===== src/rtl/core/sat_pkg.sv =====
`timescale 1ns / 1ps
// ---------------------------------------------------------------------------
// sat_pkg - shared definitions for the summed-area table query block
// Sizes, field widths, opcodes, status codes, register indexes and the
// configuration bundle passed from the register file to the core.
// ---------------------------------------------------------------------------
package sat_pkg;

  // matrix size limits and arithmetic widths
  localparam int MAX_ROWS      = 64;
  localparam int MAX_COLS      = 64;
  localparam int ELEMENT_WIDTH = 32;
  localparam int SUM_WIDTH     = 38;
  localparam int TAB_WIDTH     = 44;

  // coordinate and table address widths
  localparam int DIM_W     = 7;
  localparam int ROW_IDX_W = $clog2(MAX_ROWS);
  localparam int COL_IDX_W = $clog2(MAX_COLS);
  localparam int ADDR_W    = ROW_IDX_W + COL_IDX_W;

  // stream and register port widths
  localparam int IN_TDATA_W  = 64;
  localparam int OUT_TDATA_W = 48;
  localparam int STATUS_W    = 2;
  localparam int CFG_ADDR_W  = 3;
  localparam int CFG_DATA_W  = 32;

  // opcodes carried in the input tuser bit
  localparam logic OP_LOAD  = 1'b0;
  localparam logic OP_QUERY = 1'b1;

  // query status codes
  localparam logic [STATUS_W-1:0] ST_OK         = 2'd0;
  localparam logic [STATUS_W-1:0] ST_BAD_COORD  = 2'd1;
  localparam logic [STATUS_W-1:0] ST_NOT_LOADED = 2'd2;

  // register indexes
  localparam logic REG_ROWS = 1'b0;
  localparam logic REG_COLS = 1'b1;

  typedef logic [DIM_W-1:0]     dim_t;
  typedef logic [TAB_WIDTH-1:0] tab_t;
  typedef logic [SUM_WIDTH-1:0] sum_t;

  // configuration seen by the core
  typedef struct packed {
    logic restart;
    dim_t rows;
    dim_t cols;
  } cfg_t;

  // zero acts as one, values above the limit act as the limit
  function automatic dim_t clamp_dim(input dim_t v, input dim_t maxv);
    dim_t res;
    res = v;
    if (v == '0) begin
      res = dim_t'(1);
    end else if (v > maxv) begin
      res = maxv;
    end
    return res;
  endfunction

endpackage


===== src/rtl/core/sat_cfg.sv =====
`timescale 1ns / 1ps
// ---------------------------------------------------------------------------
// sat_cfg - register file
// Holds the clamped matrix dimensions, serves reads and flags a restart of
// the loader on every write.
// ---------------------------------------------------------------------------
module sat_cfg (
  input  logic                             clk,
  input  logic                             rst_n,
  input  logic                             cfg_psel,
  input  logic                             cfg_penable,
  input  logic                             cfg_pwrite,
  input  logic [sat_pkg::CFG_ADDR_W-1:0]   cfg_paddr,
  input  logic [sat_pkg::CFG_DATA_W-1:0]   cfg_pwdata,
  output logic [sat_pkg::CFG_DATA_W-1:0]   cfg_prdata,
  output logic                             cfg_pready,
  output sat_pkg::cfg_t                    cfg
);

  sat_pkg::dim_t rows_r, rows_nxt;
  sat_pkg::dim_t cols_r, cols_nxt;
  logic          wr_en;
  logic          reg_idx;

  assign cfg_pready = 1'b1;
  assign wr_en      = cfg_psel & cfg_penable & cfg_pwrite & cfg_pready;
  assign reg_idx    = cfg_paddr[2];

  // write decode with clamping
  always_comb begin
    rows_nxt = rows_r;
    cols_nxt = cols_r;
    if (wr_en) begin
      case (reg_idx)
        sat_pkg::REG_ROWS: begin
          rows_nxt = sat_pkg::clamp_dim(cfg_pwdata[sat_pkg::DIM_W-1:0],
                                        sat_pkg::dim_t'(sat_pkg::MAX_ROWS));
        end
        sat_pkg::REG_COLS: begin
          cols_nxt = sat_pkg::clamp_dim(cfg_pwdata[sat_pkg::DIM_W-1:0],
                                        sat_pkg::dim_t'(sat_pkg::MAX_COLS));
        end
        default: begin
          rows_nxt = rows_r;
        end
      endcase
    end
  end

  always_ff @(posedge clk) begin
    if (!rst_n) begin
      rows_r <= sat_pkg::dim_t'(sat_pkg::MAX_ROWS);
      cols_r <= sat_pkg::dim_t'(sat_pkg::MAX_COLS);
    end else begin
      rows_r <= rows_nxt;
      cols_r <= cols_nxt;
    end
  end

  // read mux
  always_comb begin
    case (reg_idx)
      sat_pkg::REG_ROWS: cfg_prdata = sat_pkg::CFG_DATA_W'(rows_r);
      sat_pkg::REG_COLS: cfg_prdata = sat_pkg::CFG_DATA_W'(cols_r);
      default:           cfg_prdata = '0;
    endcase
  end

  assign cfg.restart = wr_en;
  assign cfg.rows    = rows_r;
  assign cfg.cols    = cols_r;

endmodule


===== config.mk =====
export PLATFORM = sky130hd
export DESIGN_NAME = sat_cfg
export DESIGN_NICKNAME = d
export VERILOG_FILES = /design/src/rtl/core/sat_pkg.sv /design/src/rtl/core/sat_cfg.sv
export SDC_FILE = /design/constraint.sdc
export NUM_CORES = 1
export LEC_CHECK = 0
export ABC_AREA = 0
export BUFFER_PORTS_ARGS = -buffer_cell sky130_fd_sc_hd__clkbuf_2
export CAP_MARGIN = 40
export CORE_MARGIN = 10
export CORE_UTILIZATION = 40
export CTS_BUF_LIST = sky130_fd_sc_hd__clkbuf_2 sky130_fd_sc_hd__clkbuf_4 sky130_fd_sc_hd__clkbuf_8
export CTS_CLUSTER_SIZE = 16
export DETAILED_ROUTE_END_ITERATION = 10
export PLACE_DENSITY = 0.95
export SETUP_SLACK_MARGIN = 0.2
export SLEW_MARGIN = 20
export SYNTH_ARGS = -nofsm -noshare
export SYNTH_HDL_FRONTEND = slang
export SYNTH_SLANG_ARGS = --single-unit

===== constraint.sdc =====
create_clock -name clk -period 2.2 [get_ports clk]
set_input_delay 0.44 -clock clk [delete_from_list [all_inputs] [get_ports clk]]
set_output_delay 0.44 -clock clk [all_outputs]
set_load 0.05 [all_outputs]

==> Word-level counts from Yosys, hierarchy flattened <==
Index checks and enable logic that the tools add are counted.
{ "word_totals": {"reg_bits": 14, "in_bits": 40, "output_inout_bits": 48, "wordCells": 12} }
{ "op_classes": {"magnitude_cmp": 1, "n_mux": 3, "bitwise": 3, "n_reduce_logical": 3} }
{ "ops": {"columns": ["operator", "n"], "rows": [
  ["$pmux W32 S2", 1],
  ["$mux W7", 2],
  ["$gt A7 B7 Y1 const B", 1],
  ["$logic_not A7 Y1", 1],
  ["$reduce_and A2 Y1", 2],
  ["$and A1 B1 Y1", 2],
  ["$not A1 Y1", 1]
]} }

==> Logic depth before layout (Yosys ltp) <==
{ "depth": {"depth_word": 3, "ltp_mapped": 5, "mapped_depth_nobuf": 3} }

==> Worst setup path after synthesis <==
OpenSTA, ideal clock, no wires.
{ "synth_path": {"path_type": "register to output", "startpoint": "register cols_r[1]", "endpoint": "output port cfg_prdata[1] (netlist bit)", "arrival_time_ns": 1.048, "required_ns": 1.760, "setup_slack_ns": 0.712, "path_stages_with_launch": 2, "path_buffers": 0, "path_cell_list": "dfxtp_1 > mux2_2"} }
{ "synth_between": {"elab_chain_len": 1} }
{ "synth_rtl": {"columns": ["item", "line", "source"], "rows": [
  ["from (decl)", "sat_cfg.sv:21", "sat_pkg::dim_t cols_r, cols_nxt;"],
  ["from (signal assigned)", "sat_cfg.sv:53", "cols_r <= sat_pkg::dim_t'(sat_pkg::MAX_COLS);"],
  ["from (signal assigned)", "sat_cfg.sv:56", "cols_r <= cols_nxt;"],
  ["$pmux W32 S2", "sat_cfg.sv:62", "case (reg_idx)"],
  ["to (decl)", "sat_cfg.sv:15", "output logic [sat_pkg::CFG_DATA_W-1:0] cfg_prdata,"]
]} }
Every way passes these cells. The select of a mux whose other input is x is not followed.

==> Worst setup path in the final report <==
{ "layout_path": {"startpoint": "input port cfg_paddr[2] (netlist bit)", "endpoint": "output port cfg_prdata[0] (netlist bit)"} }
{ "layout_between": {"elab_chain_len": 2} }
{ "layout_rtl": {"columns": ["item", "line", "source"], "rows": [
  ["from (decl)", "sat_cfg.sv:13", "input logic [sat_pkg::CFG_ADDR_W-1:0] cfg_paddr,"],
  ["$not A1 Y1", null, null],
  ["$pmux W32 S2 (*)", "sat_cfg.sv:62", null]
]} }
Every way passes the cells marked *; elsewhere a longest branch is shown, timed or not. The select of a mux whose other input is x is not followed.

==> reports/qor.yml <==
clk_root_buffer_cell: "clkbuf_4"
hold_slack_ps: 447
period_minus_slack_ps: 1720
finalNetCount: 173
insertion_delay_ps: 290
grt_util_all_layers: 0.0953
cts_resized: 0
r2r_end: "cols_r[4]"
start_util: 0.412
fin_area_mm2: 0.00100
clkTransAtPathRegs_ps: 90
reg2reg_setup_slack_ps: 1510
drt_pass1_iterations: 3
setup_viol: 0
cts_buffers: 3
viasPerCell: 4.29
h-tree-depth: 1
netlist_instances: 101
r2r_start: "cols_r[4]"
period_share: 0.780
ir_drop_mv: 0.305
critPathMostFrequentCell: "clkbuf_2"
total_power_w: 0.000635
place.gp.congestion: 0.764
cts_sinks: 14
status: "finished clean"
worstSetupEndpointType: "output port"
num_antenna_cells: 0
core.rowCount: 17
grt_first_pass_wirelength_um: 3300
synth_seq_area_share: 0.310
grt_overflow: 0
hold_viol_final: 0
postRouteAntennaNets: 0
syn-cell-area_um2: 903
io_pins: 88
finalMaxSlewViolations: 0
rsz0062_at_grt: "false"
postCtsHoldBufs: 0
r2r_cells: 2
cts_tree: "built"
hpwl_um: 1800
maxCapViolCount: 0
portBuffers: 34
post_cts_buffers: 0
antenna_found_initial: 0
fp.dieArea_mm2: 0.00456
max_freq_mhz: 583
first_iter_violations: 2
cp.required_ps: 1760
dpl_cell_area_um2: 965
critPathLaunchType: "input port"
criticalPathCategory: "in2out"
arrival_ps: 1280
holdCritPathClass: "in2reg"
crit_path_max_incr_delay_ps: 370
drc: 0
path_max_fanout: 10
crit_path_start: "cfg_paddr[2]"
die_x_um: 67.5
wire_per_inst_um: 13.8
yosys_warnings: 0
fin_skew_ps: 0
wl_um: 2210
core_mm2: 0.00219
clk_path_buf_depth: 2
die_y_um: 67.5
syn_to_final_growth_pct: 10.8
synth_seq_cells: 14
fillCellCount: 249
dr_total_vias: 687
p_per_area_mw_per_mm2: 634
path_cells: "clkbuf_2 -> mux2_2 -> clkbuf_2"
crit_path_end: "cfg_prdata[0]"
leakagePower_nw: 0.492
cpMaxStageDelayCell: "mux2_2"
grt_pass1_vias: 704
avgSynthCellArea_um2: 8.94
grt_max_degree: 15
drive_gt1_frac: 0.386
fin_setup_tns_ps: 0
synth_cell_types: 22
cell usage after synthesis:
library cell,instances,area share
nand2_1,14,0.058
buf_6,2,0.025
and3_1,1,0.0069
nor4_1,1,0.0069
nor2b_1,5,0.035
nor3_1,1,0.0055
clkbuf_1,1,0.0042
clkbuf_2,1,0.0055
nand3_1,1,0.0055
a31oi_1,2,0.014
and2b_2,5,0.048
conb_1,2,0.0083
and4_2,1,0.011
nand4_1,1,0.0069
buf_4,27,0.22
a21boi_0,5,0.042
mux2_2,7,0.087
dfxtp_1,14,0.31
nand2b_1,1,0.0069
o21ai_0,2,0.011
mux2i_1,6,0.066
and4b_1,1,0.011
metal layers:
layer	GRT usage	vias to the layer above	wire [um]
met1	0.0995	312	834
met3	0.0397	5	234
met5	0	-	0
met2	0.155	27	1100
li1	-	343	-
met4	0.0615	0	43
power breakdown:
part / switching (W) / total, W / leakage, nW / internal, W
Sequential: 0.00000306 / 0.000261 / 0.113 / 0.000258
Combinational: 0.000153 / 0.000181 / 0.358 / 0.0000288
Clock: 0.0000913 / 0.000192 / 0.0210 / 0.000101
Total: 0.000247 / 0.000635 / 0.492 / 0.000388
worst max-delay path: cells and delay by family:
family	cells	cell delay, ps
buffers and inverters	2	470
multiplexers	1	370
layout by cell type, fill, tap and decap left out:
cell      instances
o21ai_0           2
a21boi_0          5
nand3_1           1
mux2_2            7
and3_1            1
clkbuf_8          1
clkbuf_2         34
and4_2            1
dfxtp_1          14
nand2b_1          1
conb_1           26
a31oi_1           2
clkbuf_4          3
and4b_1           1
nand2_1          14
nor4_1            1
and2b_2           5
nor3_1            1
nand4_1           1
mux2i_1           6
nor2b_1           5
through the flow:
stage                util  cells  worst slack (ps)
CTS                 0.457    160               462
finish              0.457    160               485
global placement    0.440    156               468
global route        0.457    160               419
detailed placement  0.440    156               468
floorplan               -    125               712
flip-flops by register name (all words and copies together), names as in the netlist:
| register | count |
|---|---|
| rows_r | 7 |
| cols_r | 7 |
kinds of logic (layout without fill, tap and decap cells):
kind of cell	Yosys count	in the layout	share of synthesized area
mux	13	13	0.154
compound gates	9	9	0.0665
simple gates	32	32	0.202
other cells	2	26	0.00831
buf+inv	31	38	0.259
flops	14	14	0.310
layout make-up:
class / instances / area [um^2] / area share
repair buffers: 34 / 170 / 0.170
multi-input cells: 80 / 479 / 0.479
flip-flops and latches: 14 / 280 / 0.280
well taps: 28 / 35.0 / 0.0350
clock buffers: 4 / 36.3 / 0.0363
worst min-delay path by stage:
stage | cells after the start | slack (ps) | end | start
after detailed placement | 2 | 470 | cols_r[1] | cols_r[1]
after floorplan | 2 | 560 | cols_r[6] | cfg_pwdata[6]
after global placement | 2 | 470 | cols_r[3] | cols_r[3]
final | 3 | 450 | cols_r[0] | cfg_pwdata[0]
after CTS | 3 | 440 | cols_r[0] | cfg_pwdata[0]
after global routing | 3 | 440 | rows_r[0] | cfg_pwdata[0]
No activity file was read; power rests on OpenSTA's default activity.
